File: src/rtl/core/mtfh_pkg.sv
// Package for the mutex table with FIFO handoff.
// Holds command and status codes, the transaction structs and the sequencer states; no dependencies.
`default_nettype none
package mtfh_pkg;
    typedef enum logic [2:0] {
        CMD_CREATE = 3'd0,
        CMD_LOCK   = 3'd1,
        CMD_UNLOCK = 3'd2,
        CMD_DETECT = 3'd3,
        CMD_CLEAR  = 3'd4
    } t_cmd;

    typedef enum logic [2:0] {
        ST_OK         = 3'd0,
        ST_NOT_FOUND  = 3'd1,
        ST_BUSY       = 3'd2,
        ST_NOT_LOCKED = 3'd3,
        ST_DENIED     = 3'd4,
        ST_FULL       = 3'd5,
        ST_DEADLOCK   = 3'd6
    } t_status;

    typedef struct packed {
        logic [2:0] cmd;
        logic [3:0] mutex_id;
        logic [5:0] proc_id;
    } t_in;

    typedef struct packed {
        logic [2:0] status;
        logic [3:0] new_slot;
        logic       was_queued;
        logic       handed_off;
        logic [5:0] new_owner;
    } t_out;

    typedef enum logic [3:0] {
        S_IDLE,
        S_DECODE,
        S_CREATE,
        S_RD_HEAD,
        S_SHIFT,
        S_CLEAR,
        S_BUILD,
        S_WALK_INIT,
        S_WALK,
        S_DONE
    } t_state;
endpackage
`default_nettype wire

File: src/rtl/core/mtfh_qmem.sv
// Waiter queue storage: one memory of NUM_MUTEXES*QUEUE_DEPTH process ids.
// One write and one registered read port; uses mtfh_pkg.
`default_nettype none
module mtfh_qmem #(
    parameter int DEPTH = 128,
    parameter int AW    = 7
) (
    input  wire logic          i_clk,
    input  wire logic          i_we,
    input  wire logic [AW-1:0] i_waddr,
    input  wire logic [5:0]    i_wdata,
    input  wire logic [AW-1:0] i_raddr,
    output logic [5:0]         o_rdata
);
    import mtfh_pkg::*;
    logic [5:0] mem [DEPTH];

    always_ff @(posedge i_clk) begin
        if (i_we) begin
            mem[i_waddr] <= i_wdata;
        end
        o_rdata <= mem[i_raddr];
    end
endmodule
`default_nettype wire

File: src/rtl/core/mutex_table_fifo_handoff.sv
// Top level of the mutex table with FIFO handoff: sequencer and slot table.
// Uses mtfh_pkg and mtfh_qmem.
//
// Usage: one command transaction enters on i_in_valid/o_in_stall; one
// result transaction leaves on o_out_valid/i_out_stall for every command.
// The block handles one command at a time and stalls input until the result
// register is taken. Work from acceptance to result valid, by command:
//   create: one slot examined per cycle, lowest first, up to a free or the last slot
//   lock, unlock to free, errors, unknown: decode, then result
//   unlock with handoff: head read, then queue shifted one entry per cycle
//   clear: one slot cleared per cycle
//   detect: bounded by the single queue read port while building the wait-for
//   map and by walking the map one hop at a time (registered map read).
// Reset empties the table; the queue memory holds no reset and its data is only used
// below each mutex's waiter count. While the receiver stalls, the result
// holds and no new command is accepted.
`default_nettype none
module mutex_table_fifo_handoff #(
    parameter int NUM_MUTEXES = 16,
    parameter int QUEUE_DEPTH = 8,
    parameter int PROC_SLOTS  = 64
) (
    input  wire logic          i_clk,
    input  wire logic          i_rst_n,
    input  wire logic          i_in_valid,
    output logic               o_in_stall,
    input  wire mtfh_pkg::t_in i_in,
    output logic               o_out_valid,
    input  wire logic          i_out_stall,
    output mtfh_pkg::t_out     o_out
);
    import mtfh_pkg::*;

    localparam int MW  = (NUM_MUTEXES > 1) ? $clog2(NUM_MUTEXES) : 1;
    localparam int CW  = $clog2(QUEUE_DEPTH + 1);
    localparam int PW  = (PROC_SLOTS > 1) ? $clog2(PROC_SLOTS) : 1;
    localparam int AW  = $clog2(NUM_MUTEXES * QUEUE_DEPTH) > 0 ?
                         $clog2(NUM_MUTEXES * QUEUE_DEPTH) : 1;
    localparam int KW  = $clog2(PROC_SLOTS + 1);
    localparam int UW  = $clog2(NUM_MUTEXES + 1);

    logic [NUM_MUTEXES-1:0] r_active, r_locked;
    logic [5:0]    r_owner [NUM_MUTEXES];
    logic [CW-1:0] r_cnt   [NUM_MUTEXES];
    logic [UW-1:0] r_in_use;
    logic [PROC_SLOTS-1:0] r_ev;
    logic [5:0]    r_eto   [PROC_SLOTS];
    logic [5:0]    r_eto_rd;

    t_state r_state, n_state;
    t_in    r_req;
    t_out   r_res;
    logic   r_ovalid;

    // scan / walk counters
    logic [MW-1:0] r_m;
    logic [CW-1:0] r_j;
    logic [PW-1:0] r_s;
    logic [5:0]    r_node;
    logic [KW-1:0] r_k;
    logic          r_ph;      // walk phase: map read in flight, then evaluate
    logic          r_rd_ok;   // a queue read issued last cycle is valid
    logic [5:0]    r_rd_own;

    logic          q_we;
    logic [AW-1:0] q_waddr, q_raddr;
    logic [5:0]    q_wdata, q_rdata;

    mtfh_qmem #(.DEPTH(NUM_MUTEXES * QUEUE_DEPTH), .AW(AW)) u_qmem (
        .i_clk  (i_clk),
        .i_we   (q_we),
        .i_waddr(q_waddr),
        .i_wdata(q_wdata),
        .i_raddr(q_raddr),
        .o_rdata(q_rdata)
    );

    logic [MW-1:0] mid;
    logic          mid_ok;
    logic [AW-1:0] base;
    assign mid    = MW'(r_req.mutex_id);
    assign mid_ok = ({28'd0, r_req.mutex_id} < NUM_MUTEXES) && r_active[mid];
    assign base   = AW'(mid) * AW'(QUEUE_DEPTH);

    logic [AW-1:0] scan_addr;
    assign scan_addr = AW'(r_m) * AW'(QUEUE_DEPTH) + AW'(r_j);

    logic last_m;
    assign last_m = (32'(r_m) == NUM_MUTEXES - 1);

    logic walk_end;
    assign walk_end = (32'(r_node) >= PROC_SLOTS) || !r_ev[PW'(r_node)];

    assign o_in_stall  = (r_state != S_IDLE) || r_ovalid;
    assign o_out_valid = r_ovalid;
    assign o_out       = r_res;

    always_comb begin
        n_state = r_state;
        q_we    = 1'b0;
        q_waddr = base + AW'(r_cnt[mid]);
        q_wdata = r_req.proc_id;
        q_raddr = scan_addr;
        case (r_state)
            S_IDLE: begin
                if (i_in_valid && !o_in_stall) n_state = S_DECODE;
            end
            S_DECODE: begin
                case (r_req.cmd)
                    CMD_CREATE: n_state = S_CREATE;
                    CMD_LOCK: begin
                        n_state = S_DONE;
                        if (mid_ok && r_locked[mid] && r_owner[mid] != r_req.proc_id
                            && 32'(r_cnt[mid]) < QUEUE_DEPTH) begin
                            q_we = 1'b1;
                        end
                    end
                    CMD_UNLOCK: begin
                        n_state = S_DONE;
                        q_raddr = base;
                        if (mid_ok && r_locked[mid] && r_owner[mid] == r_req.proc_id
                            && r_cnt[mid] != '0) n_state = S_RD_HEAD;
                    end
                    CMD_DETECT: n_state = S_BUILD;
                    CMD_CLEAR:  n_state = S_CLEAR;
                    default:    n_state = S_DONE;
                endcase
            end
            S_CREATE: begin
                if (!r_active[r_m] || last_m) n_state = S_DONE;
            end
            S_RD_HEAD: begin
                q_raddr = base + AW'(r_j) + AW'(1);
                n_state = S_SHIFT;
            end
            S_SHIFT: begin
                // move entry j+1 down to j, read j+2 ahead
                q_raddr = base + AW'(r_j) + AW'(2);
                if (32'(r_j) + 1 < 32'(r_cnt[mid])) begin
                    q_we    = 1'b1;
                    q_waddr = base + AW'(r_j);
                    q_wdata = q_rdata;
                end else begin
                    n_state = S_DONE;
                end
            end
            S_CLEAR: begin
                if (last_m) n_state = S_DONE;
            end
            S_BUILD: begin
                if (last_m && !(r_active[r_m] && r_locked[r_m] && r_j < r_cnt[r_m]))
                    n_state = S_WALK_INIT;
            end
            S_WALK_INIT: n_state = S_WALK;
            S_WALK: begin
                if (r_res.status == ST_DEADLOCK) n_state = S_DONE;
                else if (r_ph && walk_end && 32'(r_s) == PROC_SLOTS - 1) n_state = S_DONE;
            end
            S_DONE: n_state = S_IDLE;
            default: n_state = S_IDLE;
        endcase
    end

    // registered read of the wait-for map at the current node
    always_ff @(posedge i_clk) begin
        r_eto_rd <= r_eto[PW'(r_node)];
    end

    always_ff @(posedge i_clk) begin
        if (!i_rst_n) begin
            r_state  <= S_IDLE;
            r_ovalid <= 1'b0;
            r_active <= '0;
            r_locked <= '0;
            r_in_use <= '0;
            for (int i = 0; i < NUM_MUTEXES; i++) r_cnt[i] <= '0;
            r_rd_ok  <= 1'b0;
        end else begin
            r_state <= n_state;
            if (r_ovalid && !i_out_stall) r_ovalid <= 1'b0;
            case (r_state)
                S_IDLE: begin
                    if (i_in_valid && !o_in_stall) begin
                        r_req <= i_in;
                        r_res <= '0;
                        r_m   <= '0;
                        r_j   <= '0;
                    end
                end
                S_DECODE: begin
                    case (r_req.cmd)
                        CMD_CREATE: begin
                            if (32'(r_in_use) >= NUM_MUTEXES) r_res.status <= ST_FULL;
                        end
                        CMD_LOCK: begin
                            if (!mid_ok) begin
                                r_res.status <= ST_NOT_FOUND;
                            end else if (!r_locked[mid]) begin
                                r_locked[mid] <= 1'b1;
                                r_owner[mid]  <= r_req.proc_id;
                            end else begin
                                r_res.status <= ST_BUSY;
                                if (r_owner[mid] != r_req.proc_id
                                    && 32'(r_cnt[mid]) < QUEUE_DEPTH) begin
                                    r_cnt[mid]       <= r_cnt[mid] + CW'(1);
                                    r_res.was_queued <= 1'b1;
                                end
                            end
                        end
                        CMD_UNLOCK: begin
                            if (!mid_ok) r_res.status <= ST_NOT_FOUND;
                            else if (!r_locked[mid]) r_res.status <= ST_NOT_LOCKED;
                            else if (r_owner[mid] != r_req.proc_id)
                                r_res.status <= ST_DENIED;
                            else if (r_cnt[mid] == '0) begin
                                r_locked[mid] <= 1'b0;
                            end
                        end
                        CMD_DETECT: r_ev <= '0;
                        CMD_CLEAR: ;
                        default: r_res.status <= ST_NOT_FOUND;
                    endcase
                end
                S_CREATE: begin
                    if (r_res.status != ST_FULL) begin
                        if (!r_active[r_m]) begin
                            r_active[r_m] <= 1'b1;
                            r_locked[r_m] <= 1'b0;
                            r_cnt[r_m]    <= '0;
                            r_in_use      <= r_in_use + UW'(1);
                            r_res.new_slot <= 4'(r_m);
                        end else if (last_m) begin
                            r_res.status <= ST_FULL;
                        end
                    end
                    r_m <= r_m + MW'(1);
                end
                S_RD_HEAD: begin
                    r_res.new_owner  <= q_rdata;
                    r_res.handed_off <= 1'b1;
                    r_owner[mid]     <= q_rdata;
                end
                S_SHIFT: begin
                    if (32'(r_j) + 1 < 32'(r_cnt[mid])) r_j <= r_j + CW'(1);
                    else r_cnt[mid] <= r_cnt[mid] - CW'(1);
                end
                S_CLEAR: begin
                    r_active[r_m] <= 1'b0;
                    r_locked[r_m] <= 1'b0;
                    r_cnt[r_m]    <= '0;
                    r_in_use      <= '0;
                    r_m           <= r_m + MW'(1);
                end
                S_BUILD: begin
                    // read issued this cycle lands next cycle; apply the prior one
                    if (r_rd_ok && 32'(q_rdata) < PROC_SLOTS) begin
                        r_ev[PW'(q_rdata)]  <= 1'b1;
                        r_eto[PW'(q_rdata)] <= r_rd_own;
                    end
                    r_rd_own <= r_owner[r_m];
                    if (r_active[r_m] && r_locked[r_m] && r_j < r_cnt[r_m]) begin
                        r_rd_ok <= 1'b1;
                        r_j     <= r_j + CW'(1);
                    end else begin
                        r_rd_ok <= 1'b0;
                        r_j     <= '0;
                        r_m     <= r_m + MW'(1);
                    end
                end
                S_WALK_INIT: begin
                    if (r_rd_ok && 32'(q_rdata) < PROC_SLOTS) begin
                        r_ev[PW'(q_rdata)]  <= 1'b1;
                        r_eto[PW'(q_rdata)] <= r_rd_own;
                    end
                    r_rd_ok <= 1'b0;
                    r_s     <= '0;
                    r_node  <= '0;
                    r_k     <= '0;
                    r_ph    <= 1'b0;
                end
                S_WALK: begin
                    // a hop is taken in the evaluate phase after the map read; k counts hops from start r_s
                    r_ph <= !r_ph;
                    if (r_ph) begin
                        if (walk_end) begin
                            r_s    <= r_s + PW'(1);
                            r_node <= 6'(r_s) + 6'd1;
                            r_k    <= '0;
                        end else if (32'(r_k) == PROC_SLOTS) begin
                            r_res.status <= ST_DEADLOCK;
                        end else begin
                            r_node <= r_eto_rd;
                            r_k    <= r_k + KW'(1);
                        end
                    end
                end
                S_DONE: r_ovalid <= 1'b1;
                default: ;
            endcase
        end
    end
endmodule
`default_nettype wire
File: config.mk
export PLATFORM = sky130hd
export DESIGN_NAME = mutex_table_fifo_handoff
export DESIGN_NICKNAME = d
export VERILOG_FILES = /design/src/rtl/core/mtfh_pkg.sv /design/src/rtl/core/mtfh_qmem.sv /design/src/rtl/core/mutex_table_fifo_handoff.sv
export SDC_FILE = /design/constraint.sdc
export NUM_CORES = 2
export LEC_CHECK = 0
export BUFFER_PORTS_ARGS = -buffer_cell sky130_fd_sc_hd__buf_2
export CAP_MARGIN = 0
export CORE_MARGIN = 4
export CORE_UTILIZATION = 63
export DETAILED_ROUTE_END_ITERATION = 10
export PLACE_DENSITY_LB_ADDON = 0.15
export SYNTH_ARGS = -nofsm -noshare
export SYNTH_HDL_FRONTEND = slang
export SYNTH_SLANG_ARGS = --single-unit
File: constraint.sdc
create_clock -name i_clk -period 6.3 [get_ports i_clk]
set_input_delay 1.575 -clock i_clk [delete_from_list [all_inputs] [get_ports i_clk]]
set_output_delay 1.575 -clock i_clk [all_outputs]
set_load 0.02 [all_outputs]
== Yosys cells after proc, flatten, opt, wreduce, memory -nomap -nowiden ==
Memories as Yosys holds them, arrays and structs flattened. A register that Yosys moved wholly into a read port is not among the register bits.
Cells that the tools add are included.
Storage, ports and cells
  bits in registers: 163
  bits in writable memories: 1312
  input bits: 17
  output and inout port bits: 17
  logic and storage cells: 327
  memories: 4
Cells by class
  $add $sub $neg: 13
  magnitude comparators: 11
  equal/unequal tests: 54
  muxes and demuxes: 151
  bitwise logic cells: 12
  reduce and logical (&&, ||, !) cells: 61
Memory list
  u_qmem.mem: words 128, width 6, read ports 1, clocked after Yosys merged registers in 1, wr ports 1, RTL line mtfh_qmem.sv:16  | logic [5:0] mem [DEPTH];
  r_eto: words 64, width 6, read ports 1, clocked after Yosys merged registers in 1, wr ports 1, RTL line mutex_table_fifo_handoff.sv:47  | logic [5:0] r_eto [PROC_SLOTS];
  r_owner: words 16, width 6, read ports 2, clocked after Yosys merged registers in 2, wr ports 1, RTL line mutex_table_fifo_handoff.sv:43  | logic [5:0] r_owner [NUM_MUTEXES];
  r_cnt: words 16, width 4, read ports 2, clocked after Yosys merged registers in 2, wr ports 16, RTL line mutex_table_fifo_handoff.sv:44  | logic [CW-1:0] r_cnt [NUM_MUTEXES];
Operators with widths (count)
  $mux 16: 10
  $mux 64: 2
  $pmux 64 s2: 1
  $mux 4: 22
  $or 64x64->64: 1
  $pmux 16 s2: 2
  $mux 1: 58
  $mux 6: 9
  $mux 7: 7
  $and 16x16->16: 3
  $pmux 16 s3: 1
  $ne 2x2->1 const B: 19
  $pmux 4 s9: 1
  $mux 3: 11
  $not 16->16: 2
  $or 16x16->16: 2
  $ne 3x3->1 const B: 10
  $pmux 7 s2: 2
  $pmux 3 s4: 2
  $pmux 4 s3: 2
  $pmux 6 s2: 2
  $add 7x4->7: 3
  $pmux 7 s3: 1
  $reduce_and 4->1: 5
  58 further kinds: 124

== Longest topological paths before layout ==
  depth in word-level cells: 13
  depth in mapped cells: 20
  mapped depth without buffers: 16

== Modules after synthesis ==
Synthesis repeated with hierarchy kept, for this count alone.
Second synthesis, totals
  cell total of the unflattened synthesis: 3452
  area total of the unflattened synthesis: 63455.9 um2
By module, submodules not included
  mutex_table_fifo_handoff: times used 1, cells an instance 2180, area an instance 33540.9 um2, sequential area each 21260.4 um2
  mtfh_qmem: times used 1, cells an instance 1272, area an instance 29914.9 um2, sequential area each 23182.2 um2

== Worst setup path before layout ==
Ideal clock, no wire load.
  path type: input-to-reg
  start: input port i_rst_n
  end: register r_ev[0] (enable)
  setup time: 0.487 ns
  data arrival time: 4.885 ns
  data required time: 5.813 ns
  slack: 0.929 ns
  stages on the path: 4
  buffers on the path: 2
  cell sequence: clkbuf_1 -> clkbuf_1 -> o21ai_0 -> nor2_1
On the way
  word-level cells in the longest chain between the ends: 1
Ends and longest elaborated chain
  start, declared: RTL line mutex_table_fifo_handoff.sv:24  | input wire logic i_rst_n,
  $reduce_and 4->1 (no line)
  end signal, assigned: RTL line mutex_table_fifo_handoff.sv:219  | CMD_DETECT: r_ev <= '0;
  end signal, assigned by index: RTL line mutex_table_fifo_handoff.sv:257  | r_ev[PW'(q_rdata)] <= 1'b1;
  end signal, assigned by index: RTL line mutex_table_fifo_handoff.sv:272  | r_ev[PW'(q_rdata)] <= 1'b1;
  end, declared: RTL line mutex_table_fifo_handoff.sv:46  | logic [PROC_SLOTS-1:0] r_ev;
No other way between the ends.
A chain may end at the register's enable or synchronous reset.

==> metrics.csv <==
stage,metric,value,unit
outcome,status,finished clean,
logic_synthesis,synth.distinct_cells,89,
grt,grt_pass1_vias,40000,
die,die_w,330,um
final_layout,final_common_cell,edfxtp_1,
setup_path,r2r_slack,0.95,ns
sta,min_period,5.35,ns
cts,clock-root-buffer,clkbuf_16,
drt,drc,0,
die,dieArea,109000,sq um
die,core,102000,sq um
sta,tightestPinTransition,1.31,ns
logic_synthesis,ys_async_sr_fraction,0,
power,peakVddDrop,0.337,mV
logic_synthesis,synthFlopType,edfxtp_1,
logic_synthesis,netlist_area,65300,sq um
power,p_leak,23.5,nW
grt,grt.total_usage,0.323,
cts,cts_buffers,149,
grt,grt-ovfl-total,0,
power,powerDensity,429,nW/um^2
drt,viasPerCell,6.95,
placement,dp_hpwl,108,mm
setup_path,worstPathArrival,5.73,ns
drt,drtIter0Drc,6623,
grt,grtUsageMet3,0.0641,
setup_path,cp-start-kind,register,
cts,clk_latency,0.77,ns
sta,fin_skew,0.0338,ns
setup_path,critPathKind,reg -> reg,
cts,postCtsSetupRepairBufs,0,
drt,ant_nets,0,
grt,grt-busiest-layer,met2,
logic_synthesis,avgSynthCellArea,14.7,sq um
cts,cts_max_level,4,
logic_synthesis,yosys_warnings,0,
setup_path,worst_setup_path_end_kind,register,
placement,portBuffers,33,
sta,rsz0062_at_grt,no,
min_path,min_path_type,reg -> reg,
sta,setup_viol,0,
drt,routedWlPerCell,29.3,um
sta,clock.fmax,187,MHz
sta,maxSlewViolCount,0,
die,num_rows,117,
power,power.total,0.0308,W
die,initial_core_util,0.638,
sta,setup_tns,0,ns
sta,finalHoldViolations,0,
setup_path,cp.required,6.68,ns
placement,gp_congestion,0.949,
setup_path,path_max_fanout,20,
flow_run,maxCapViolations,0,
cts,clockBufferDepth,3,
drt,wl,174,mm
cts,path_clk_slew,0.06,ns
final_layout,drive_above_1_share,0.173,
grt,grt_pass1_wl,259,mm
cts,hold_buffers,0,
drt,first_pass_iters,9,
die,die_h,330,um
logic_synthesis,ys_seq_area_frac,0.680,
grt,grtUsageMet1,0.460,
logic_synthesis,synth_edf_count,1438,
grt,grt_max_degree,129,
final_layout,fin_nets,4498,
final_layout,synthToLayoutAreaGrowth,10.2,%
cts,cts_tree,yes,
drt,num_vias,41400,
cts,cts_sinks,1501,
grt,met2_usage,0.496,
logic_synthesis,synthCells,4455,
final_layout,final_cell_mix,"edfxtp_1 (1438), nand2_1 (637), nor2_1 (466)",
cts,cts_resized,0,
sta,period_share,0.849,
logic_synthesis,ys_seq_elements,1501,
grt,antenna_found_initial,3,
die,num_io_pins,34,
logic_synthesis,synth_nets,4495,
sta,slew_headroom,0.124,
==> per-layer routing <==
| layer | vias to the layer above | wire length, um |
|---|---|---|
| li1 | 17300 | - |
| met1 | 20600 | 64300 |
| met2 | 2952 | 81100 |
| met3 | 494 | 20000 |
| met4 | 2 | 8750 |
| met5 | - | 18 |
==> cell families after synthesis <==
logic type	count (synthesis)	share of synthesized area
adder cells (fa/ha/maj)	23	0.00441
XOR/XNOR	32	0.00429
buffers and inverters	333	0.0224
multiplexers	392	0.118
flip-flops	1501	0.680
AO/OA/AOI/OAI	603	0.0653
AND/OR/NAND/NOR	1571	0.106
==> report_power, final <==
group	internal [W]	total, W	switching [W]
Clock	0.00512	0.00892	0.00379
Sequential	0.0116	0.0120	0.000412
Combinational	0.00320	0.00990	0.00670
==> per-stage QoR <==
stage          instances  cell area (sq um)   util  hold WS, ns  setup WS [ns]
2_1_floorplan       4455              65300      -        0.453          0.929
3_3_place_gp        5675              67100  0.655        0.467           1.12
3_5_place_dp        5675              67100  0.655        0.480           1.02
4_1_cts             5947              72000  0.703        0.488           1.01
5_1_grt             5947              72000  0.703        0.524          0.741
6_report            5954              72000  0.703        0.490          0.949
==> Yosys cell counts (22+ instances only) <==
master	n	area share
dfxtp_1	63	0.019
o21ai_0	60	0.0046
nand3_1	185	0.014
nor2_1	468	0.027
o221a_2	32	0.0055
buf_2	100	0.0077
and3_1	75	0.0072
mux4_2	299	0.10
inv_1	24	0.0014
and2_1	22	0.0021
a31oi_1	65	0.0062
nand2b_1	27	0.0026
nand4_1	30	0.0029
clkbuf_1	158	0.0091
a211oi_1	62	0.0071
buf_1	27	0.0016
ha_1	23	0.0044
a311oi_1	52	0.0070
mux2i_1	78	0.012
edfxtp_1	1438	0.66
a21oi_1	162	0.012
nor3_1	32	0.0025
nand2_1	645	0.037
==> path summary, 6_finish.rpt <==
kind / startpoint / end / cells past startpoint
worst max register to register: register / u_qmem.mem[93][1] / 11
worst max-delay path: register / u_qmem.mem[93][1] / 11
worst min register to register: r_rd_ok / r_rd_ok / 2
worst min-delay path: r_rd_ok / r_rd_ok / 2
==> registers in the layout, summed over array words and instances (netlist names), named ones only <==
signal,cells
u_qmem.mem,768
r_eto,384
r_owner,96
r_cnt,64
r_ev,64
o_out,15
r_req,9
r_k,7
r_eto_rd,6
r_node,6
r_rd_own,6
r_s,6
u_qmem.o_rdata,6
r_in_use,5
mid,4
r_j,4
r_m,4
r_state,4
o_out_valid,1
r_ph,1
r_rd_ok,1
==> area by class of cell <==
cell class	count	area (sq um)
Multi-Input combinational cell	2621	19600
Timing Repair Buffer	157	1220
Antenna cell	7	17.5
Inverter	28	106
Clock inverter	93	905
Sequential cell	1501	44400
Clock buffer	179	4000
Fill cell	6528	30400
Tap cell	1368	1710
==> critical path, cell delays in order, from the launching register on <==
cell and delay [ns]:
dfxtp_2 0.58, mux4_2 0.59, mux4_2 0.61, inv_1 0.19, ha_1 0.27, a21o_1 0.17, a21oi_1 0.26, nand2_1 0.10
or2_1 0.53, o22ai_2 0.48, nand2b_1 0.53, nor2_1 0.65
No activity file was read; power rests on OpenSTA's default activity.
